[src/rtl/core/plist_pkg.sv]
`timescale 1ns / 1ps
// Shared constants, codes and controller/datapath interface types of the positional list.
package plist_pkg;

    localparam int CAPACITY_DEF = 16;
    localparam int MAX_RESULTS  = 16;

    localparam int VALUE_W    = 32;
    localparam int POS_W      = 5;
    localparam int EPOS_W     = 4;
    localparam int MODE_W     = 2;
    localparam int STATUS_W   = 2;
    localparam int IN_DATA_W  = 40;
    localparam int OUT_DATA_W = 40;

    localparam logic [MODE_W-1:0] MODE_INSERT = 2'd0;
    localparam logic [MODE_W-1:0] MODE_DELETE = 2'd1;
    localparam logic [MODE_W-1:0] MODE_DUMP   = 2'd2;

    localparam logic [STATUS_W-1:0] ST_OK     = 2'd0;
    localparam logic [STATUS_W-1:0] ST_BADPOS = 2'd1;
    localparam logic [STATUS_W-1:0] ST_FULL   = 2'd2;
    localparam logic [STATUS_W-1:0] ST_EMPTY  = 2'd3;

    typedef enum logic [1:0] {
        RD_PTR,
        RD_PTR_DN,
        RD_PTR_UP,
        RD_POS
    } rd_sel_t;

    typedef enum logic {
        WR_SHIFT,
        WR_NEW
    } wr_sel_t;

    typedef enum logic [2:0] {
        PTR_HOLD,
        PTR_COUNT,
        PTR_POS,
        PTR_ZERO,
        PTR_INC,
        PTR_DEC
    } ptr_op_t;

    typedef struct packed {
        logic                capture;
        logic                rd_en;
        rd_sel_t             rd_sel;
        logic                wr_en;
        wr_sel_t             wr_sel;
        ptr_op_t             ptr_op;
        logic                cnt_inc;
        logic                cnt_dec;
        logic                removed_cap;
        logic                out_load;
        logic                out_dump;
        logic                out_removed;
        logic [STATUS_W-1:0] out_status;
    } plist_cmd_t;

    typedef struct packed {
        logic [MODE_W-1:0] mode;
        logic              ins_bad;
        logic              del_bad;
        logic              full;
        logic              empty;
        logic              at_pos;
        logic              del_more;
        logic              dump_last;
        logic              out_free;
    } plist_sts_t;

endpackage

[src/rtl/core/plist_datapath.sv]
`timescale 1ns / 1ps
// Datapath of the positional list: request registers, entry memory, count, pointer, result register.
module plist_datapath #(
    parameter int CAPACITY = plist_pkg::CAPACITY_DEF
) (
    input  logic                                  clk,
    input  logic                                  rst_n,
    input  logic [plist_pkg::MODE_W-1:0]          in_mode,
    input  logic [plist_pkg::POS_W-1:0]           in_pos,
    input  logic signed [plist_pkg::VALUE_W-1:0]  in_value,
    output logic                                  out_valid,
    input  logic                                  out_ready,
    output logic [plist_pkg::STATUS_W-1:0]        out_status,
    output logic signed [plist_pkg::VALUE_W-1:0]  out_value,
    output logic [plist_pkg::EPOS_W-1:0]          out_epos,
    output logic                                  out_last,
    input  plist_pkg::plist_cmd_t                 cmd,
    output plist_pkg::plist_sts_t                 sts
);
    import plist_pkg::*;

    localparam int CW    = $clog2(CAPACITY + 1);
    localparam int AW    = $clog2(CAPACITY);
    localparam int CMP_W = (CW > POS_W) ? CW : POS_W;

    logic [MODE_W-1:0]         mode_reg;
    logic [POS_W-1:0]          pos_reg;
    logic signed [VALUE_W-1:0] value_reg;
    logic [CW-1:0]             count_reg;
    logic [CW-1:0]             count_next;
    logic [AW-1:0]             ptr_reg;
    logic [AW-1:0]             ptr_next;
    logic [VALUE_W-1:0]        mem [CAPACITY];
    logic signed [VALUE_W-1:0] rd_data_reg;
    logic signed [VALUE_W-1:0] removed_reg;
    logic                      out_valid_reg;
    logic [STATUS_W-1:0]       out_status_reg;
    logic signed [VALUE_W-1:0] out_value_reg;
    logic [EPOS_W-1:0]         out_epos_reg;
    logic                      out_last_reg;

    logic [CMP_W-1:0]          pos_ext;
    logic [CMP_W-1:0]          count_ext;
    logic [CMP_W-1:0]          ptr_ext;
    logic [CMP_W-1:0]          ptr_inc;
    logic [AW-1:0]             rd_addr;
    logic [AW-1:0]             wr_addr;
    logic [VALUE_W-1:0]        wr_data;
    logic                      out_free;

    assign pos_ext   = CMP_W'(pos_reg);
    assign count_ext = CMP_W'(count_reg);
    assign ptr_ext   = CMP_W'(ptr_reg);
    assign ptr_inc   = ptr_ext + CMP_W'(1);
    assign out_free  = !out_valid_reg || out_ready;

    always_comb
    begin
        sts.mode      = mode_reg;
        sts.ins_bad   = pos_ext > count_ext;
        sts.del_bad   = pos_ext >= count_ext;
        sts.full      = count_ext == CMP_W'(CAPACITY);
        sts.empty     = count_reg == '0;
        sts.at_pos    = ptr_ext == pos_ext;
        sts.del_more  = ptr_inc < count_ext;
        // A dump stops at the end of the list or after the largest run it may emit.
        sts.dump_last = (ptr_inc == count_ext) || (ptr_inc == CMP_W'(MAX_RESULTS));
        sts.out_free  = out_free;
    end

    always_comb
    begin
        unique case (cmd.rd_sel)
            RD_PTR:    rd_addr = ptr_reg;
            RD_PTR_DN: rd_addr = ptr_reg - AW'(1);
            RD_PTR_UP: rd_addr = ptr_reg + AW'(1);
            RD_POS:    rd_addr = pos_ext[AW-1:0];
        endcase
    end

    always_comb
    begin
        unique case (cmd.wr_sel)
            WR_SHIFT:
            begin
                wr_addr = ptr_reg;
                wr_data = rd_data_reg;
            end
            WR_NEW:
            begin
                wr_addr = pos_ext[AW-1:0];
                wr_data = value_reg;
            end
        endcase
    end

    always_comb
    begin
        unique case (cmd.ptr_op)
            PTR_HOLD:  ptr_next = ptr_reg;
            PTR_COUNT: ptr_next = count_ext[AW-1:0];
            PTR_POS:   ptr_next = pos_ext[AW-1:0];
            PTR_ZERO:  ptr_next = '0;
            PTR_INC:   ptr_next = ptr_reg + AW'(1);
            PTR_DEC:   ptr_next = ptr_reg - AW'(1);
            default:   ptr_next = ptr_reg;
        endcase
    end

    always_comb
    begin
        priority if (cmd.cnt_inc)
        begin
            count_next = count_reg + CW'(1);
        end
        else if (cmd.cnt_dec)
        begin
            count_next = count_reg - CW'(1);
        end
        else
        begin
            count_next = count_reg;
        end
    end

    always_ff @(posedge clk or negedge rst_n)
    begin
        if (!rst_n)
        begin
            count_reg     <= '0;
            ptr_reg       <= '0;
            out_valid_reg <= 1'b0;
        end
        else
        begin
            count_reg <= count_next;
            ptr_reg   <= ptr_next;
            if (cmd.out_load)
            begin
                out_valid_reg <= 1'b1;
            end
            else if (out_ready)
            begin
                out_valid_reg <= 1'b0;
            end
        end
    end

    always_ff @(posedge clk)
    begin
        if (cmd.capture)
        begin
            mode_reg  <= in_mode;
            pos_reg   <= in_pos;
            value_reg <= in_value;
        end
        if (cmd.removed_cap)
        begin
            removed_reg <= rd_data_reg;
        end
        if (cmd.out_load)
        begin
            out_status_reg <= cmd.out_status;
            out_value_reg  <= cmd.out_dump ? rd_data_reg
                            : (cmd.out_removed ? removed_reg : '0);
            out_epos_reg   <= cmd.out_dump ? ptr_ext[EPOS_W-1:0] : '0;
            out_last_reg   <= cmd.out_dump ? sts.dump_last : 1'b1;
        end
    end

    always_ff @(posedge clk)
    begin
        if (cmd.wr_en)
        begin
            mem[wr_addr] <= wr_data;
        end
        if (cmd.rd_en)
        begin
            rd_data_reg <= mem[rd_addr];
        end
    end

    assign out_valid  = out_valid_reg;
    assign out_status = out_status_reg;
    assign out_value  = out_value_reg;
    assign out_epos   = out_epos_reg;
    assign out_last   = out_last_reg;

endmodule

[src/rtl/core/plist_ctrl.sv]
`timescale 1ns / 1ps
// Controller state machine of the positional list: decodes a request and sequences the shifts.
module plist_ctrl (
    input  logic                  clk,
    input  logic                  rst_n,
    input  logic                  s_tvalid,
    output logic                  s_tready,
    input  plist_pkg::plist_sts_t sts,
    output plist_pkg::plist_cmd_t cmd
);
    import plist_pkg::*;

    localparam logic [3:0] S_IDLE     = 4'd0;
    localparam logic [3:0] S_DECODE   = 4'd1;
    localparam logic [3:0] S_ISH_RD   = 4'd2;
    localparam logic [3:0] S_ISH_WR   = 4'd3;
    localparam logic [3:0] S_DEL_RD   = 4'd4;
    localparam logic [3:0] S_DEL_CAP  = 4'd5;
    localparam logic [3:0] S_DSH_RD   = 4'd6;
    localparam logic [3:0] S_DSH_WR   = 4'd7;
    localparam logic [3:0] S_DUMP_RD  = 4'd8;
    localparam logic [3:0] S_DUMP_OUT = 4'd9;
    localparam logic [3:0] S_RESULT   = 4'd10;

    logic [3:0]          state_reg;
    logic [3:0]          state_next;
    logic [STATUS_W-1:0] res_status_reg;
    logic [STATUS_W-1:0] res_status_next;
    logic                res_removed_reg;
    logic                res_removed_next;

    assign s_tready = (state_reg == S_IDLE);

    always_comb
    begin
        state_next       = state_reg;
        res_status_next  = res_status_reg;
        res_removed_next = res_removed_reg;
        cmd              = '0;
        unique case (state_reg)
            S_IDLE:
            begin
                if (s_tvalid)
                begin
                    cmd.capture = 1'b1;
                    state_next  = S_DECODE;
                end
            end
            S_DECODE:
            begin
                res_removed_next = 1'b0;
                unique case (sts.mode)
                    MODE_INSERT:
                    begin
                        priority if (sts.ins_bad)
                        begin
                            res_status_next = ST_BADPOS;
                            state_next      = S_RESULT;
                        end
                        else if (sts.full)
                        begin
                            res_status_next = ST_FULL;
                            state_next      = S_RESULT;
                        end
                        else
                        begin
                            cmd.ptr_op = PTR_COUNT;
                            state_next = S_ISH_RD;
                        end
                    end
                    MODE_DELETE:
                    begin
                        if (sts.del_bad)
                        begin
                            res_status_next = ST_BADPOS;
                            state_next      = S_RESULT;
                        end
                        else
                        begin
                            cmd.ptr_op = PTR_POS;
                            state_next = S_DEL_RD;
                        end
                    end
                    MODE_DUMP:
                    begin
                        if (sts.empty)
                        begin
                            res_status_next = ST_EMPTY;
                            state_next      = S_RESULT;
                        end
                        else
                        begin
                            cmd.ptr_op = PTR_ZERO;
                            state_next = S_DUMP_RD;
                        end
                    end
                    default:
                    begin
                        res_status_next = ST_BADPOS;
                        state_next      = S_RESULT;
                    end
                endcase
            end
            // Insert walks the pointer down from the count, moving each entry up one place.
            S_ISH_RD:
            begin
                if (sts.at_pos)
                begin
                    cmd.wr_en        = 1'b1;
                    cmd.wr_sel       = WR_NEW;
                    cmd.cnt_inc      = 1'b1;
                    res_status_next  = ST_OK;
                    res_removed_next = 1'b0;
                    state_next       = S_RESULT;
                end
                else
                begin
                    cmd.rd_en  = 1'b1;
                    cmd.rd_sel = RD_PTR_DN;
                    state_next = S_ISH_WR;
                end
            end
            S_ISH_WR:
            begin
                cmd.wr_en  = 1'b1;
                cmd.wr_sel = WR_SHIFT;
                cmd.ptr_op = PTR_DEC;
                state_next = S_ISH_RD;
            end
            S_DEL_RD:
            begin
                cmd.rd_en  = 1'b1;
                cmd.rd_sel = RD_POS;
                state_next = S_DEL_CAP;
            end
            S_DEL_CAP:
            begin
                cmd.removed_cap = 1'b1;
                state_next      = S_DSH_RD;
            end
            // Delete walks the pointer up from the position, moving each entry down one place.
            S_DSH_RD:
            begin
                if (sts.del_more)
                begin
                    cmd.rd_en  = 1'b1;
                    cmd.rd_sel = RD_PTR_UP;
                    state_next = S_DSH_WR;
                end
                else
                begin
                    cmd.cnt_dec      = 1'b1;
                    res_status_next  = ST_OK;
                    res_removed_next = 1'b1;
                    state_next       = S_RESULT;
                end
            end
            S_DSH_WR:
            begin
                cmd.wr_en  = 1'b1;
                cmd.wr_sel = WR_SHIFT;
                cmd.ptr_op = PTR_INC;
                state_next = S_DSH_RD;
            end
            S_DUMP_RD:
            begin
                cmd.rd_en  = 1'b1;
                cmd.rd_sel = RD_PTR;
                state_next = S_DUMP_OUT;
            end
            S_DUMP_OUT:
            begin
                if (sts.out_free)
                begin
                    cmd.out_load   = 1'b1;
                    cmd.out_dump   = 1'b1;
                    cmd.out_status = ST_OK;
                    if (sts.dump_last)
                    begin
                        state_next = S_IDLE;
                    end
                    else
                    begin
                        cmd.ptr_op = PTR_INC;
                        state_next = S_DUMP_RD;
                    end
                end
            end
            S_RESULT:
            begin
                if (sts.out_free)
                begin
                    cmd.out_load    = 1'b1;
                    cmd.out_status  = res_status_reg;
                    cmd.out_removed = res_removed_reg;
                    state_next      = S_IDLE;
                end
            end
            default:
            begin
                state_next = S_IDLE;
            end
        endcase
    end

    always_ff @(posedge clk or negedge rst_n)
    begin
        if (!rst_n)
        begin
            state_reg       <= S_IDLE;
            res_status_reg  <= ST_OK;
            res_removed_reg <= 1'b0;
        end
        else
        begin
            state_reg       <= state_next;
            res_status_reg  <= res_status_next;
            res_removed_reg <= res_removed_next;
        end
    end

    a_load_free: assert property (@(posedge clk) disable iff (!rst_n)
        cmd.out_load |-> sts.out_free)
        else $error("result loaded while the result register is still held");

    a_accept_decode: assert property (@(posedge clk) disable iff (!rst_n)
        (s_tvalid && s_tready) |=> (state_reg == S_DECODE))
        else $error("accepted request not decoded in the next cycle");

    a_inc_not_full: assert property (@(posedge clk) disable iff (!rst_n)
        cmd.cnt_inc |-> !sts.full)
        else $error("count incremented on a full list");

    a_dec_not_empty: assert property (@(posedge clk) disable iff (!rst_n)
        cmd.cnt_dec |-> !sts.empty)
        else $error("count decremented on an empty list");

endmodule

[src/rtl/core/positional_list_insert_delete_unit.sv]
`timescale 1ns / 1ps
// Positional list top level: ordered list of signed values with insert, delete and dump by index.
// Errors go straight to the result; insert moves each entry from the count down to the position up one place,
// delete captures the entry, then moves the ones above it down; dump emits each entry in turn.
// One request at a time: the entry memory has one write and one read port, each move a read then a write.
// Reset clears the count and the control state; entry contents are undefined until written.
module positional_list_insert_delete_unit #(
    parameter int CAPACITY = plist_pkg::CAPACITY_DEF
) (
    input  logic                                 clk,
    input  logic                                 rst_n,
    input  logic                                 s_tvalid,
    output logic                                 s_tready,
    input  logic [plist_pkg::IN_DATA_W-1:0]      s_tdata,  // position[4:0], value_in[36:5]
    input  logic [plist_pkg::MODE_W-1:0]         s_tuser,  // mode[1:0]
    output logic                                 m_tvalid,
    input  logic                                 m_tready,
    output logic [plist_pkg::OUT_DATA_W-1:0]     m_tdata,  // value_out[31:0], entry_position[35:32]
    output logic [plist_pkg::STATUS_W-1:0]       m_tuser,  // status[1:0]
    output logic                                 m_tlast   // last
);
    import plist_pkg::*;

    plist_cmd_t                cmd;
    plist_sts_t                sts;
    logic [POS_W-1:0]          in_pos;
    logic signed [VALUE_W-1:0] in_value;
    logic signed [VALUE_W-1:0] out_value;
    logic [EPOS_W-1:0]         out_epos;

    assign in_pos   = s_tdata[POS_W-1:0];
    assign in_value = s_tdata[POS_W+VALUE_W-1:POS_W];
    assign m_tdata  = {(OUT_DATA_W - VALUE_W - EPOS_W)'(0), out_epos, out_value};

    plist_ctrl u_ctrl (
        .clk      (clk),
        .rst_n    (rst_n),
        .s_tvalid (s_tvalid),
        .s_tready (s_tready),
        .sts      (sts),
        .cmd      (cmd)
    );

    plist_datapath #(
        .CAPACITY (CAPACITY)
    ) u_datapath (
        .clk        (clk),
        .rst_n      (rst_n),
        .in_mode    (s_tuser),
        .in_pos     (in_pos),
        .in_value   (in_value),
        .out_valid  (m_tvalid),
        .out_ready  (m_tready),
        .out_status (m_tuser),
        .out_value  (out_value),
        .out_epos   (out_epos),
        .out_last   (m_tlast),
        .cmd        (cmd),
        .sts        (sts)
    );

endmodule

[config.mk]
export PLATFORM = sky130hd
export DESIGN_NAME = positional_list_insert_delete_unit
export DESIGN_NICKNAME = d
export VERILOG_FILES = /design/src/rtl/core/plist_pkg.sv /design/src/rtl/core/plist_datapath.sv /design/src/rtl/core/plist_ctrl.sv /design/src/rtl/core/positional_list_insert_delete_unit.sv
export SDC_FILE = /design/constraint.sdc
export NUM_CORES = 1
export LEC_CHECK = 0
export BUFFER_PORTS_ARGS = -buffer_cell sky130_fd_sc_hd__buf_4
export CORE_MARGIN = 2
export CORE_UTILIZATION = 52
export DETAILED_ROUTE_END_ITERATION = 8
export PLACE_DENSITY = 0.78
export SETUP_SLACK_MARGIN = 0.4
export SLEW_MARGIN = 20
export SYNTH_ARGS = -nofsm -noshare
export SYNTH_HDL_FRONTEND = slang
export SYNTH_SLANG_ARGS = --single-unit
export TNS_END_PERCENT = 30
[constraint.sdc]
create_clock -name clk -period 6 [get_ports clk]
set_input_delay 0 -clock clk [delete_from_list [all_inputs] [get_ports clk]]
set_output_delay 0 -clock clk [all_outputs]
set_load 0.05 [all_outputs]
==> results.txt <==
CP Max Fanout: 31
Switching Share: 39.7%
Min setup slack post-route: 936 ps
Top-area cell type share of the netlist area: 71.6%
Status: finished, final reports clean
Global-route wire length before repair: 97500 um
Overflow after GRT: 0
WL final: 64700 um
Residual DRC: 0
Mapped Cells: 1848
EDFF count, synth: 654
Type of origin of the critical path: flip-flop
Max incr delay on CP: 740 ps
Clk_lat worst skew: 640 ps
Crit-path slowest cell: or3_1
FF-to-FF End: u_datapath.rd_data_reg[24]
Max-cap viol count: 0
Pins Over Slew Limit: 0
Power density cells: 611 nW/um^2
Buffer levels on the longest clock path: 3
DR vias/cell: 6.53
Die ar.: 54600 um^2
Largest net degree at the start of global routing: 258
Placement-stage cell area: 28700 um^2
Root Buffer: clkbuf_16
Yosys reg bits: 671
Row cnt: 84
Post-detailed-route count of antenna-violating nets: 0
Commonest non-fill, non-tap cell in the layout: edfxtp_1
Sink Count: 671
Clock slew at reported path FFs: 70 ps
Largest vdd supply drop: 0.000636 V
Chip width: 234 um
Yosys warns: 0
CP cell instances: buf_4 -> clkinv_1 -> ha_1 -> ha_1 -> nand4_1 -> o221ai_2 -> o32ai_2 -> a21o_4 -> or3_1 -> buf_4 -> o32ai_1 -> a31oi_1 -> a211o_1
Ant. Diodes: 0
WP data required: 6380 ps
Vias in the first global route: 17000
Critical R2R Launch: u_datapath.ptr_reg[0]
Met1 global-route usage: 31.2%
RSZ-0062 raised after global routing: no
Largest cells by area after synthesis: edfxtp_1, o21ai_0, a31oi_1
Element type at the critical path end: flip-flop
H-tree Lvls: 2
Hold path cells: 2
Setup bufs post-CTS: 0
Post-layout nets: 1988
GP Congestion: 0.881
Busiest grt layer: met2
Met2 Track Usage GR: 38.7%
Hold Path Class: input pin to flip-flop
# setup viols final: 0
1st-iter DRT viols: 2332
Fin crit share: 84.4%
Initial antenna violation count: 0
Clock Skew: 21.2 ps
Leak Pwr: 10.4 nW
Netlist Area Pre-Place: 27400 um^2
Switching power: 0.00759 W
Port Buffers: 83
Yosys cell types: 68
Post-synthesis async set-or-reset flop share: 2.53%
DRT Pass-1 Iters: 6
Gr usage total: 23.5%
Die height: 234 um
Endpoints failing hold: 0
Hold wc startpoint: s_tdata[29]
Biggest register: u_datapath.mem
Vias: 17400
Final Cell Area: 31200 um^2
Critical path class: flip-flop to flip-flop
Core area: 52300 um^2
TritonCTS Buffers: 60
Min-Delay Endpoint: u_datapath.value_reg[24]
Setup TNS: 0 ps
Synth area leader: edfxtp_1
DR WL/cell: 24.3 um
Post-DP HPWL: 34400 um
Ys flop type: edfxtp_1
Initial Util: 52.4%
Seq/Total Area, Yosys: 73.2%
Post-route minimum period: 5060 ps
Flop pwr share: 36.1%
Io pins: 91
Layout cell share with drive strength beyond 1: 14.5%
Critical path arrival: 5450 ps
Highest clock rate: 0.197 GHz
Top delay family on crit path: compound AO/OA/AOI/OAI gates
Commonest non-fill, non-tap cells in the layout: edfxtp_1, nand2_1, o21ai_0, buf_4, a31oi_1
Logic pwr share: 43.2%
Clock power frac: 20.7%
Reg2Reg Setup Slack: 940 ps
Slew Limit Headroom: 21.8%
Max reg flops: 512
Buffers plus inverters on the worst setup path: 3
Worst slack at placement: 993 ps
Synth Area per Inst: 14.8 um^2
Final core occ: 59.7%
CTS tree: built
Met3 usage: 3.89%
Least-Margin Pin Slew: 1170 ps
WHS: 80.5 ps
Pint: 0.0115 W
Syn-to-layout area delta: 13.9%
Reg2reg path depth: 13
==> layout make-up <==
class                           count  area (um^2)
Clock inverter                     42          464
Fill cell                        3733        21100
Inverter                           14         52.6
Sequential cell                   671        20100
Multi-Input combinational cell   1008         6780
Timing Repair Buffer              170         1460
Tap cell                          688          861
Clock buffer                       69         1560
==> power groups by stage <==
| stage | logic (W) | clock network (W) | registers (W) |
|---|---|---|---|
| 2_1_floorplan | 0.00635 | 0 | 0.00692 |
| 3_3_place_gp | 0.00774 | 0 | 0.00695 |
| 3_5_place_dp | 0.00807 | 0 | 0.00698 |
| 4_1_cts | 0.00815 | 0.00398 | 0.00689 |
| 5_1_grt | 0.00890 | 0.00416 | 0.00695 |
| 6_report | 0.00825 | 0.00394 | 0.00690 |
==> stage by stage <==
step | power [W] | cells
floorplan | 0.0133 | 1851
global placement | 0.0147 | 2506
detailed placement | 0.0150 | 2506
CTS | 0.0190 | 2661
global route | 0.0200 | 2662
finish | 0.0191 | 2662
==> routing by layer <==
| layer | routed length, um | vias up |
|---|---|---|
| li1 | - | 7553 |
| met1 | 25100 | 8705 |
| met4 | 2370 | 0 |
| met2 | 31600 | 972 |
| met3 | 5640 | 161 |
| met5 | 0 | - |
==> how the worst max path moves through the flow <==
stage	from	endpoint	slack [ps]	depth (start not counted)
2_1_floorplan	u_datapath.ptr_reg[0]	u_datapath.mem[0][0]	1590	8
6_report	u_datapath.ptr_reg[0]	u_datapath.rd_data_reg[24]	940	13
4_1_cts	u_datapath.ptr_reg[0]	u_datapath.rd_data_reg[3]	970	13
5_1_grt	u_datapath.ptr_reg[0]	u_datapath.rd_data_reg[30]	720	13
3_3_place_gp	u_datapath.ptr_reg[0]	u_datapath.rd_data_reg[23]	1060	13
3_5_place_dp	u_datapath.ptr_reg[0]	u_datapath.rd_data_reg[24]	990	13
==> synthesized netlist by cell type, types with 12 or more instances <==
master,n
a211o_1,32
a211oi_1,37
a21oi_1,14
a22o_1,65
a311oi_1,34
a31oi_1,95
a32oi_1,62
and2_1,38
and3_1,34
buf_2,41
clkbuf_1,100
dfrtp_1,17
edfxtp_1,654
ha_1,16
inv_1,12
mux2_2,33
nand2_1,156
nand3_1,73
nor2_1,35
nor3_1,15
o21ai_0,140
o32ai_1,33
==> kinds of logic (layout without fill, tap and decap cells) <==
kind of cell	after synthesis	after routing	share of synthesized area [%]
buffers and inverters	172	295	2.84
xor gates and xnor gates	14	14	0.447
adders and majority gates	17	17	0.803
DFF	671	671	73.2
muxes	39	39	1.57
and+or+nand+nor	384	384	6.71
other	1	4	0.0137
AOI/OAI and AO/OA	550	550	14.4
==> repair_timing <==
action / 4_1_cts / 5_1_grt
setup endpoints to repair: 0 / 0
hold buffers: 44 / 0
endpoints found under the hold margin: 60 / 0
resized for setup: 0 / 0
Power figures use the tool's default switching activity.
